File: src/rtl/mcpid_pkg.sv
`timescale 1ns / 1ps
// shared types and constants for the multi-channel pid speed loop
// no dependencies; used by multi_channel_pid_speed_loop_core
package mcpid_pkg;

	localparam int CHANNELS_DEF = 4;

	localparam int CH_W    = 2;
	localparam int SPEED_W = 16;
	localparam int GAIN_W  = 16;
	localparam int DUTY_W  = 8;
	localparam int ERR_W   = 18;
	localparam int INTEG_W = 32;
	localparam int PROD_W  = 36;
	localparam int CFG_IDX_W = 2;

	localparam logic [DUTY_W-1:0] DUTY_MAX = 8'd255;

	typedef enum logic [CFG_IDX_W-1:0] {
		REG_KP = 2'd0,
		REG_KI = 2'd1,
		REG_KD = 2'd2
	} cfg_reg_t;

	typedef struct packed {
		logic [CH_W-1:0]           channel;
		logic signed [SPEED_W-1:0] target_speed;
		logic signed [SPEED_W-1:0] measured_speed;
	} req_t;

	typedef struct packed {
		logic [CH_W-1:0]   channel_out;
		logic [DUTY_W-1:0] pwm_duty;
		logic              direction;
	} res_t;

endpackage

File: src/rtl/multi_channel_pid_speed_loop_core.sv
`timescale 1ns / 1ps
// multi-channel pid speed loop with integral saturation and duty clamp
// depends on mcpid_pkg for request/result structs and constants
// a request passes input reg, product reg and result reg before its result is valid
// throughput: one request per cycle if not stalled; per-channel state is updated where used
// reset: clears gains, all integrals and previous errors, and every valid flag
module multi_channel_pid_speed_loop_core #(
	parameter int CHANNELS = mcpid_pkg::CHANNELS_DEF
) (
	input  logic                                clk,
	input  logic                                arst_n,
	input  logic                                cfg_we,
	input  logic [mcpid_pkg::CFG_IDX_W-1:0]     cfg_index,
	input  logic [mcpid_pkg::GAIN_W-1:0]        cfg_data,
	input  logic                                req_valid,
	output logic                                req_stall,
	input  mcpid_pkg::req_t                     req,
	output logic                                res_valid,
	input  logic                                res_stall,
	output mcpid_pkg::res_t                     res
);

	localparam int IDX_W = (CHANNELS > 1) ? $clog2(CHANNELS) : 1;
	localparam int CMP_W = (IDX_W > mcpid_pkg::CH_W ? IDX_W : mcpid_pkg::CH_W) + 1;
	localparam logic [CMP_W-1:0] CH_LIMIT = CMP_W'(CHANNELS);

	logic [mcpid_pkg::GAIN_W-1:0] kp_q, ki_q, kd_q;

	logic signed [mcpid_pkg::ERR_W-1:0]   prev_err_q [CHANNELS];
	logic signed [mcpid_pkg::INTEG_W-1:0] integ_q    [CHANNELS];

	// stage 1: captured request
	logic            valid_s1;
	mcpid_pkg::req_t req_s1;

	// stage 2: products
	logic                                  valid_s2;
	logic [mcpid_pkg::CH_W-1:0]            ch_s2;
	logic [IDX_W-1:0]                      idx_s2;
	logic                                  ok_s2;
	logic                                  dir_s2;
	logic signed [mcpid_pkg::PROD_W-1:0]   p_s2, iinc_s2, d_s2;

	logic            res_valid_q;
	mcpid_pkg::res_t res_q;

	logic en_out, en_s2, en_s1;

	assign en_out    = !res_valid_q || !res_stall;
	assign en_s2     = !valid_s2 || en_out;
	assign en_s1     = !valid_s1 || en_s2;
	assign req_stall = !en_s1;
	assign res_valid = res_valid_q;
	assign res       = res_q;

	// configuration
	always_ff @(posedge clk or negedge arst_n) begin
		if (!arst_n) begin
			kp_q <= '0;
			ki_q <= '0;
			kd_q <= '0;
		end else if (cfg_we) begin
			case (cfg_index)
				mcpid_pkg::REG_KP: kp_q <= cfg_data;
				mcpid_pkg::REG_KI: ki_q <= cfg_data;
				mcpid_pkg::REG_KD: kd_q <= cfg_data;
				default: ;
			endcase
		end
	end

	// stage 1 logic: error and gain products
	logic signed [mcpid_pkg::SPEED_W:0]   tgt_w, meas_w, tgt_mag, meas_mag;
	logic signed [mcpid_pkg::ERR_W-1:0]   err_c, prev_c;
	logic signed [mcpid_pkg::ERR_W:0]     esum_c, edif_c;
	logic [IDX_W-1:0]                     idx_s1;
	logic                                 ok_s1;
	logic                                 dir_s1;
	logic signed [mcpid_pkg::PROD_W-1:0]  p_c, iinc_c, d_c;

	assign tgt_w    = (mcpid_pkg::SPEED_W+1)'(req_s1.target_speed);
	assign meas_w   = (mcpid_pkg::SPEED_W+1)'(req_s1.measured_speed);
	assign tgt_mag  = tgt_w[mcpid_pkg::SPEED_W] ? -tgt_w : tgt_w;
	assign meas_mag = meas_w[mcpid_pkg::SPEED_W] ? -meas_w : meas_w;
	assign err_c    = mcpid_pkg::ERR_W'(tgt_mag) - mcpid_pkg::ERR_W'(meas_mag);
	assign idx_s1   = IDX_W'(req_s1.channel);
	assign ok_s1    = CMP_W'(req_s1.channel) < CH_LIMIT;
	assign prev_c   = prev_err_q[idx_s1];
	assign esum_c   = (mcpid_pkg::ERR_W+1)'(err_c) + (mcpid_pkg::ERR_W+1)'(prev_c);
	assign edif_c   = (mcpid_pkg::ERR_W+1)'(err_c) - (mcpid_pkg::ERR_W+1)'(prev_c);
	assign dir_s1   = !req_s1.target_speed[mcpid_pkg::SPEED_W-1] && (|req_s1.target_speed);

	assign p_c    = mcpid_pkg::PROD_W'($signed({1'b0, kp_q})) * mcpid_pkg::PROD_W'(err_c);
	assign iinc_c = mcpid_pkg::PROD_W'($signed({1'b0, ki_q})) * mcpid_pkg::PROD_W'(esum_c);
	assign d_c    = mcpid_pkg::PROD_W'($signed({1'b0, kd_q})) * mcpid_pkg::PROD_W'(edif_c);

	// stage 2 logic: integral update and duty clamp
	localparam int ISUM_W = mcpid_pkg::PROD_W + 1;
	localparam int SUM_W  = mcpid_pkg::PROD_W + 2;

	logic signed [ISUM_W-1:0]              isum_c;
	logic signed [mcpid_pkg::INTEG_W-1:0]  isat_c, integ_new_c;
	logic signed [SUM_W-1:0]               sum_c;
	logic [mcpid_pkg::DUTY_W-1:0]          duty_c;

	assign isum_c = ISUM_W'(integ_q[idx_s2]) + ISUM_W'(iinc_s2);

	always_comb begin
		if (!isum_c[ISUM_W-1] && (|isum_c[ISUM_W-2:mcpid_pkg::INTEG_W-1])) begin
			isat_c = {1'b0, {(mcpid_pkg::INTEG_W-1){1'b1}}};
		end else if (isum_c[ISUM_W-1] && !(&isum_c[ISUM_W-2:mcpid_pkg::INTEG_W-1])) begin
			isat_c = {1'b1, {(mcpid_pkg::INTEG_W-1){1'b0}}};
		end else begin
			isat_c = isum_c[mcpid_pkg::INTEG_W-1:0];
		end
	end

	assign integ_new_c = (ki_q == '0) ? '0 : isat_c;
	assign sum_c = SUM_W'(p_s2) + SUM_W'(integ_new_c) + SUM_W'(d_s2);

	always_comb begin
		if (!ok_s2 || sum_c[SUM_W-1]) begin
			duty_c = '0;
		end else if (|sum_c[SUM_W-2:mcpid_pkg::DUTY_W+8]) begin
			duty_c = mcpid_pkg::DUTY_MAX;
		end else begin
			duty_c = sum_c[mcpid_pkg::DUTY_W+7:8];
		end
	end

	// pipeline control and per-channel state
	always_ff @(posedge clk or negedge arst_n) begin
		if (!arst_n) begin
			valid_s1    <= 1'b0;
			valid_s2    <= 1'b0;
			res_valid_q <= 1'b0;
			for (int i = 0; i < CHANNELS; i++) begin
				prev_err_q[i] <= '0;
				integ_q[i]    <= '0;
			end
		end else begin
			if (en_s1) begin
				valid_s1 <= req_valid;
			end
			if (en_s2) begin
				valid_s2 <= valid_s1;
			end
			if (en_out) begin
				res_valid_q <= valid_s2;
			end
			if (valid_s1 && en_s2 && ok_s1) begin
				prev_err_q[idx_s1] <= err_c;
			end
			if (valid_s2 && en_out && ok_s2) begin
				integ_q[idx_s2] <= integ_new_c;
			end
		end
	end

	always_ff @(posedge clk) begin
		if (en_s1 && req_valid) begin
			req_s1 <= req;
		end
		if (en_s2 && valid_s1) begin
			ch_s2   <= req_s1.channel;
			idx_s2  <= idx_s1;
			ok_s2   <= ok_s1;
			dir_s2  <= dir_s1;
			p_s2    <= p_c;
			iinc_s2 <= iinc_c;
			d_s2    <= d_c;
		end
		if (en_out && valid_s2) begin
			res_q.channel_out <= ch_s2;
			res_q.pwm_duty    <= duty_c;
			res_q.direction   <= dir_s2;
		end
	end

	// checks
	a_bad_channel_zero_duty: assert property (@(posedge clk) disable iff (!arst_n)
		(res_valid && (CMP_W'(res.channel_out) >= CH_LIMIT)) |-> (res.pwm_duty == '0))
		else $error("out-of-range channel produced nonzero duty");

	a_ki_zero_clears: assert property (@(posedge clk) disable iff (!arst_n)
		(valid_s2 && en_out && ok_s2 && (ki_q == '0)) |=> (integ_q[$past(idx_s2)] == '0))
		else $error("integral not cleared with zero ki");

	a_empty_front_accepts: assert property (@(posedge clk) disable iff (!arst_n)
		!valid_s1 |-> !req_stall)
		else $error("stall raised with empty input stage");

endmodule

File: config.mk
export PLATFORM = sky130hd
export DESIGN_NAME = multi_channel_pid_speed_loop_core
export DESIGN_NICKNAME = d
export VERILOG_FILES = /design/src/rtl/mcpid_pkg.sv /design/src/rtl/multi_channel_pid_speed_loop_core.sv
export SDC_FILE = /design/constraint.sdc
export NUM_CORES = 2
export LEC_CHECK = 0
export ABC_CLOCK_PERIOD_IN_PS = 24600
export BUFFER_PORTS_ARGS = -buffer_cell sky130_fd_sc_hd__buf_2
export CORE_UTILIZATION = 40
export DETAILED_ROUTE_END_ITERATION = 16
export SYNTH_ARGS = -nofsm -noshare
export SYNTH_HDL_FRONTEND = slang
export SYNTH_SLANG_ARGS = --single-unit
File: constraint.sdc
create_clock -name clk -period 24.6 [get_ports clk]
set_input_delay 1.23 -clock clk [delete_from_list [all_inputs] [get_ports clk]]
set_output_delay 1.23 -clock clk [all_outputs]
set_load 0.01 [all_outputs]
# Word-level counts from Yosys, hierarchy flattened
# Index checks and enable logic that the tools add are counted.
# word_totals
inputBits	57
reg_bits	406
output_inout_bits	13
word_cells	90
# op_classes
bitwise_logic	2
n_reduce_logical	28
mux	18
add_sub_neg	8
n_mul	3
order_cmp	4
n_eq_ne	2
# op_table
cell	count
32-bit 2-to-1 mux	6
128-bit bitwise mux	1
72-bit bitwise mux	1
17-bit by 19-bit multiplier with 36-bit output	2
32-bit binary-select mux with 2-bit select	1
32-bit demux with 2-bit select	1
18-bit 2-to-1 mux	3
32-bit by 36-bit adder with 37-bit output	1
36-bit by 36-bit adder with 37-bit output	1
35-bit by 32-bit adder with 36-bit output	1
18-bit binary-select mux with 2-bit select	1
18-bit demux with 2-bit select	1
17-bit by 18-bit multiplier with 35-bit output	1
17-bit 2-to-1 mux	2
16-bit negator with 17-bit output	2
21-bit OR reduction	1
18-bit by 18-bit adder with 19-bit output	1
18-bit by 18-bit subtractor with 19-bit output	1
17-bit by 17-bit subtractor with 18-bit output	1
16-bit zero test	1
16-bit OR reduction	1
1-bit logical AND	8
1-bit zero test	8
8-bit 2-to-1 mux	1
other kinds (10)	17

# Depth between registers and ports, before layout
# logic_depth
ltp_word	15
mapped_depth	50

# Worst setup path before layout
# Ideal clock, no wire load.
# synth_path
kind	reg2reg
start	register req_s1 (netlist bit meas_w[15])
end	register d_s2[34] in the netlist's numbering (data pin)
path_stages_with_launch	46
required_ns	24.339
setup_time_ns	0.261
setup_slack_ns	13.486
synth_period_minus_slack_ns	11.114
path_buffers	2
t_arrival_ns	10.853
cell_sequence	edfxtp_1 -> clkbuf_1 -> o21ai_0 -> inv_1 -> ha_1 -> nor2b_1 -> o21ai_0 -> a21boi_0 -> o21ai_0 -> a21boi_0 -> o21ai_0 -> a21boi_0 -> o21ai_0 -> a21boi_0 -> o21ai_0 -> a21boi_0 -> o21ai_0 -> a21boi_0 -> (+10 left out) -> fa_1 -> fa_1 -> fa_1 -> inv_1 -> fa_1 -> inv_1 -> fa_1 -> inv_1 -> ha_1 -> or2_2 -> a21oi_1 -> a31oi_1 -> a41oi_1 -> a211oi_1 -> a41o_1 -> o41ai_1 -> nor3_1 -> a311o_1
# synth_via
elab_chain_len	5
# synth_lines
element	line	text
start, declared	multi_channel_pid_speed_loop_core.sv:34	mcpid_pkg::req_t req_s1;
start signal, assigned	multi_channel_pid_speed_loop_core.sv:162	req_s1 <= req;
16-bit negator with 17-bit output	multi_channel_pid_speed_loop_core.sv:84	assign meas_mag = meas_w[mcpid_pkg::SPEED_W] ? -meas_w : meas_w;
17-bit 2-to-1 mux (*)	multi_channel_pid_speed_loop_core.sv:84	
17-bit by 17-bit subtractor with 18-bit output (*)	multi_channel_pid_speed_loop_core.sv:85	assign err_c = mcpid_pkg::ERR_W'(tgt_mag) - mcpid_pkg::ERR_W'(meas_mag);
named net err_c (one bit)	multi_channel_pid_speed_loop_core.sv:74	logic signed [mcpid_pkg::ERR_W-1:0] err_c, prev_c;
18-bit by 18-bit subtractor with 19-bit output (*)	multi_channel_pid_speed_loop_core.sv:90	assign edif_c = (mcpid_pkg::ERR_W+1)'(err_c) - (mcpid_pkg::ERR_W+1)'(prev_c);
17-bit by 19-bit multiplier with 36-bit output (*)	multi_channel_pid_speed_loop_core.sv:95	assign d_c = mcpid_pkg::PROD_W'($signed({1'b0, kd_q})) * mcpid_pkg::PROD_W'(edif_c);
named net d_c (one bit)	multi_channel_pid_speed_loop_core.sv:79	logic signed [mcpid_pkg::PROD_W-1:0] p_c, iinc_c, d_c;
end signal, assigned	multi_channel_pid_speed_loop_core.sv:171	d_s2 <= d_c;
end, declared	multi_channel_pid_speed_loop_core.sv:42	logic signed [mcpid_pkg::PROD_W-1:0] p_s2, iinc_s2, d_s2;
# Mark *: on every way through the listed nets, which the timed path passes. The rest lies on a longest branch.
# A chain may end at the register's enable or synchronous reset.

# Final worst setup path
# layout_path
start	register req_s1 (netlist bit meas_w[15])
end	register iinc_s2[34] in the netlist's numbering (data pin)
# layout_via
elab_chain_len	5
# layout_lines
element	line	text
16-bit negator with 17-bit output	multi_channel_pid_speed_loop_core.sv:84	
17-bit 2-to-1 mux (*)	multi_channel_pid_speed_loop_core.sv:84	
17-bit by 17-bit subtractor with 18-bit output (*)	multi_channel_pid_speed_loop_core.sv:85	
named net err_c (one bit)	multi_channel_pid_speed_loop_core.sv:74	
18-bit by 18-bit adder with 19-bit output (*)	multi_channel_pid_speed_loop_core.sv:89	assign esum_c = (mcpid_pkg::ERR_W+1)'(err_c) + (mcpid_pkg::ERR_W+1)'(prev_c);
17-bit by 19-bit multiplier with 36-bit output (*)	multi_channel_pid_speed_loop_core.sv:94	assign iinc_c = mcpid_pkg::PROD_W'($signed({1'b0, ki_q})) * mcpid_pkg::PROD_W'(esum_c);
named net iinc_c (one bit)	multi_channel_pid_speed_loop_core.sv:79	
end signal, assigned	multi_channel_pid_speed_loop_core.sv:170	iinc_s2 <= iinc_c;
end, declared	multi_channel_pid_speed_loop_core.sv:42	
# Marks and branches as above.

==> results_dict.tcl <==
set metrics [dict create \
    status "completed" \
    finClkSkew_ps 35.07 \
    synthCells 5855 \
    synth_top_area_share_pct 32.91 \
    place_hpwl_um 121300 \
    finalHoldViolCount 0 \
    synthTopCellsByArea "fa_1 33%, dfrtp_1 11%, ha_1 8.7%" \
    crit_required_ps 24980 \
    via_per_inst 5.170 \
    postRouteAntennaNets 0 \
    critPathMaxFanout 16 \
    io_pins 70 \
    r2r-end "iinc_s2[34]$_DFFE_PP_" \
    rsz0062_at_grt "false" \
    dp_cells 7659 \
    post_cts_resized 0 \
    tightest_slew_ps 1097 \
    synthXorXnorAreaFrac_pct 3.358 \
    period_share_pct 50.70 \
    ctsHtreeMaxLevel 2 \
    synth_compound_area_share_pct 7.949 \
    grt_max_degree 117 \
    yosys_warnings 0 \
    grt_pass1_vias 42380 \
    dp_worst_setup_slack_ps 12280 \
    r2r-start "meas_w[15]$_DFFE_PP_" \
    nNetsFinal 7221 \
    die_h_um 378.9 \
    clkTransAtPathRegs_ps 60 \
    hold_depth 2 \
    hp-start "integ_q[54]$_DFFE_PN0P_" \
    cts_made_buffers 48 \
    coreArea_mm2 0.1402 \
    seq_area_mm2 0.01094 \
    avgSynthCellArea_um2 9.705 \
    syn_area_mm2 0.05682 \
    drc 0 \
    layout.cells.non_filler 7752 \
    stdcell_area_mm2 0.06102 \
    clock_path_buffers 3 \
    fin_setup_tns_ps 0 \
    hold_end "integ_q[54]$_DFFE_PN0P_" \
    drv_slew 0 \
    min_path_type "flop to flop" \
    fillers 13780 \
    die_width_um 378.9 \
    yosys.area.top_type "fa_1" \
    synth.yosys.seq_area_share_pct 19.25 \
    dpl_cell_area_mm2 0.05946 \
    cts.sink_count 406 \
    cts_tree "done" \
    worstSetupPathType "flop to flop" \
    gp_congestion 0.9220 \
    r2r_slack_ps 12130 \
    critPathArrivalTime_ps 12850 \
    drive_gt1_share_pct 8.411 \
    synth-seq-cells 406 \
    syn_nets 7243 \
    wl_um 153700 \
    maxCapViolCount 0 \
    vias 40080 \
    drtIter0Drc 2672 \
    finalWorstSetupSlack_ps 12130 \
    globalRouteTotalUtil_pct 22.08 \
    synth_top_family_by_area "adder cells" \
    muxShareOfSynthArea_pct 4.871 \
    dieArea_mm2 0.1436 \
    start_kind "flop" \
    clkLatencyLatePin_ps 630 \
    overflow 0 \
    root_buffer "clkbuf_16" \
    initial_core_util_pct 40.52 \
    antenna_found_initial 12 \
    synth_edf_count 155 \
    rows 137 \
    crit_top_cell "o21ai_0" \
    synth-adder-area-share_pct 41.84 \
    io_buffers 69 \
    rr_worst_depth 42 \
    critPathSlowestCell "a2111oi_0" \
    ys_types 96 \
    detail_route.wl_per_cell_um 19.83 \
    grt_pass1_wl_um 243300 \
    synth_simple_gate_area_share_pct 13.30 \
    setup_viol 0 \
    layout-area-overhead-vs-synth_pct 7.392 \
    crit_path_end_kind "flop" \
    postCtsHoldBufs 0 \
    relSlewSlack_pct 26.70 \
    synth-async-reset-ratio_pct 61.82 \
    min_period_ps 12470 \
    ys.flop_type "dfrtp_1" \
    max_stage_delay_ps 750 \
    multi_input_area_mm2 0.04060 \
    postCtsSetupRepairBufs 0 \
    fmax_mhz 80.18 \
    drtPass1Iterations 5 \
]
==> how the worst max path moves through the flow <==
stage / to / slack (ps) / startpoint
after floorplan: d_s2[34]$_DFFE_PP_ / 13490 / meas_w[15]$_DFFE_PP_
after global placement: iinc_s2[34]$_DFFE_PP_ / 12480 / meas_w[15]$_DFFE_PP_
final: iinc_s2[34]$_DFFE_PP_ / 12130 / meas_w[15]$_DFFE_PP_
after detailed placement: iinc_s2[34]$_DFFE_PP_ / 12280 / meas_w[15]$_DFFE_PP_
after global routing: d_s2[34]$_DFFE_PP_ / 10910 / meas_w[15]$_DFFE_PP_
after CTS: iinc_s2[34]$_DFFE_PP_ / 12260 / meas_w[15]$_DFFE_PP_
==> through the flow <==
stage	hold slack, ps	util (%)
CTS	474.0	43.51
floorplan	400.3	-
global placement	454.6	42.41
detailed placement	460.2	42.41
finish	473.0	43.52
global route	491.5	43.51
==> cells in the mapped netlist (all sizes together), types with 9 or more instances <==
cell type and n:
a211oi 19, a21boi 18, a21o 67, a21oi 182, a31oi 23, a41oi 9
and2 294, and3 37, buf 14, clkbuf 235, dfrtp 251, edfxtp 155
fa 934, ha 397, inv 1176, maj3 11, mux2 128, mux2i 20
mux4 50, nand2 740, nand2b 70, nand3 84, nand3b 12, nand4 14
nor2 123, nor2b 85, nor3 43, nor4 11, o211ai 16, o21a 18
o21ai 211, o21bai 38, o31ai 28, or2 13, or3 29, xnor2 162
xor2 55
==> routing by layer <==
metal,GRT usage [%],vias to the layer above,share of wire (%)
met1,29.68,20470,44
met2,36.59,1109,47
met3,4.341,220,7.1
met4,5.143,6,2.2
li1,-,18280,-
met5,0,-,0.025
==> cell families (layout without fill, tap and decap cells) <==
family          after synthesis  in the layout
compound gates              698            698
xor+xnor                    217            217
fa+ha+maj                  1342           1342
buf+inv                    1425           1443
flops                       406            406
mux                         198            198
other cells                   2              5
simple gates               1567           1567
==> final cells by class <==
class / instances / area share (%)
timing repair buffer: 177 / 1.911
tap: 1876 / 3.847
sequential: 406 / 17.92
clock buffer: 66 / 2.190
inverter: 1176 / 7.238
multi-input combinational: 4024 / 66.53
antenna: 3 / 0.01230
clock inverter: 24 / 0.3527
==> flip-flops by register name (all words and copies together), names as in the netlist, 11 cells and up <==
name        flops
ki_q           16
req_s1         16
kd_q           16
res            11
kp_q           16
prev_err_q     72
integ_q       128
meas_w         16
d_s2           36
iinc_s2        36
p_s2           35
==> cell usage in the layout (no fill, tap or decap), types with 119 or more instances in the layout <==
cell | Yosys | layout
fa_1 | 934 | 934
and2_1 | 294 | 294
edfxtp_1 | 155 | 155
nor2_1 | 121 | 119
mux2_2 | 127 | 127
inv_1 | 1176 | 1175
nand2_1 | 739 | 738
dfrtp_1 | 251 | 251
xnor2_1 | 161 | 159
a21oi_1 | 177 | 177
ha_1 | 397 | 396
o21ai_0 | 208 | 205
==> worst max-delay path, delay by kind of cell (launching register included) <==
family,cells,cell delay [ps]
adder cells (fa/ha/maj),9,3920
XOR/XNOR,1,120
AND/OR/NAND/NOR,6,1780
buffers and inverters,4,240
multiplexers,1,450
AO/OA/AOI/OAI,21,5120
flip-flops,1,600
Power is left out: the tool's default activity adds up to more than one toggle a clock period on the data nets, which glitch-free logic cannot reach.
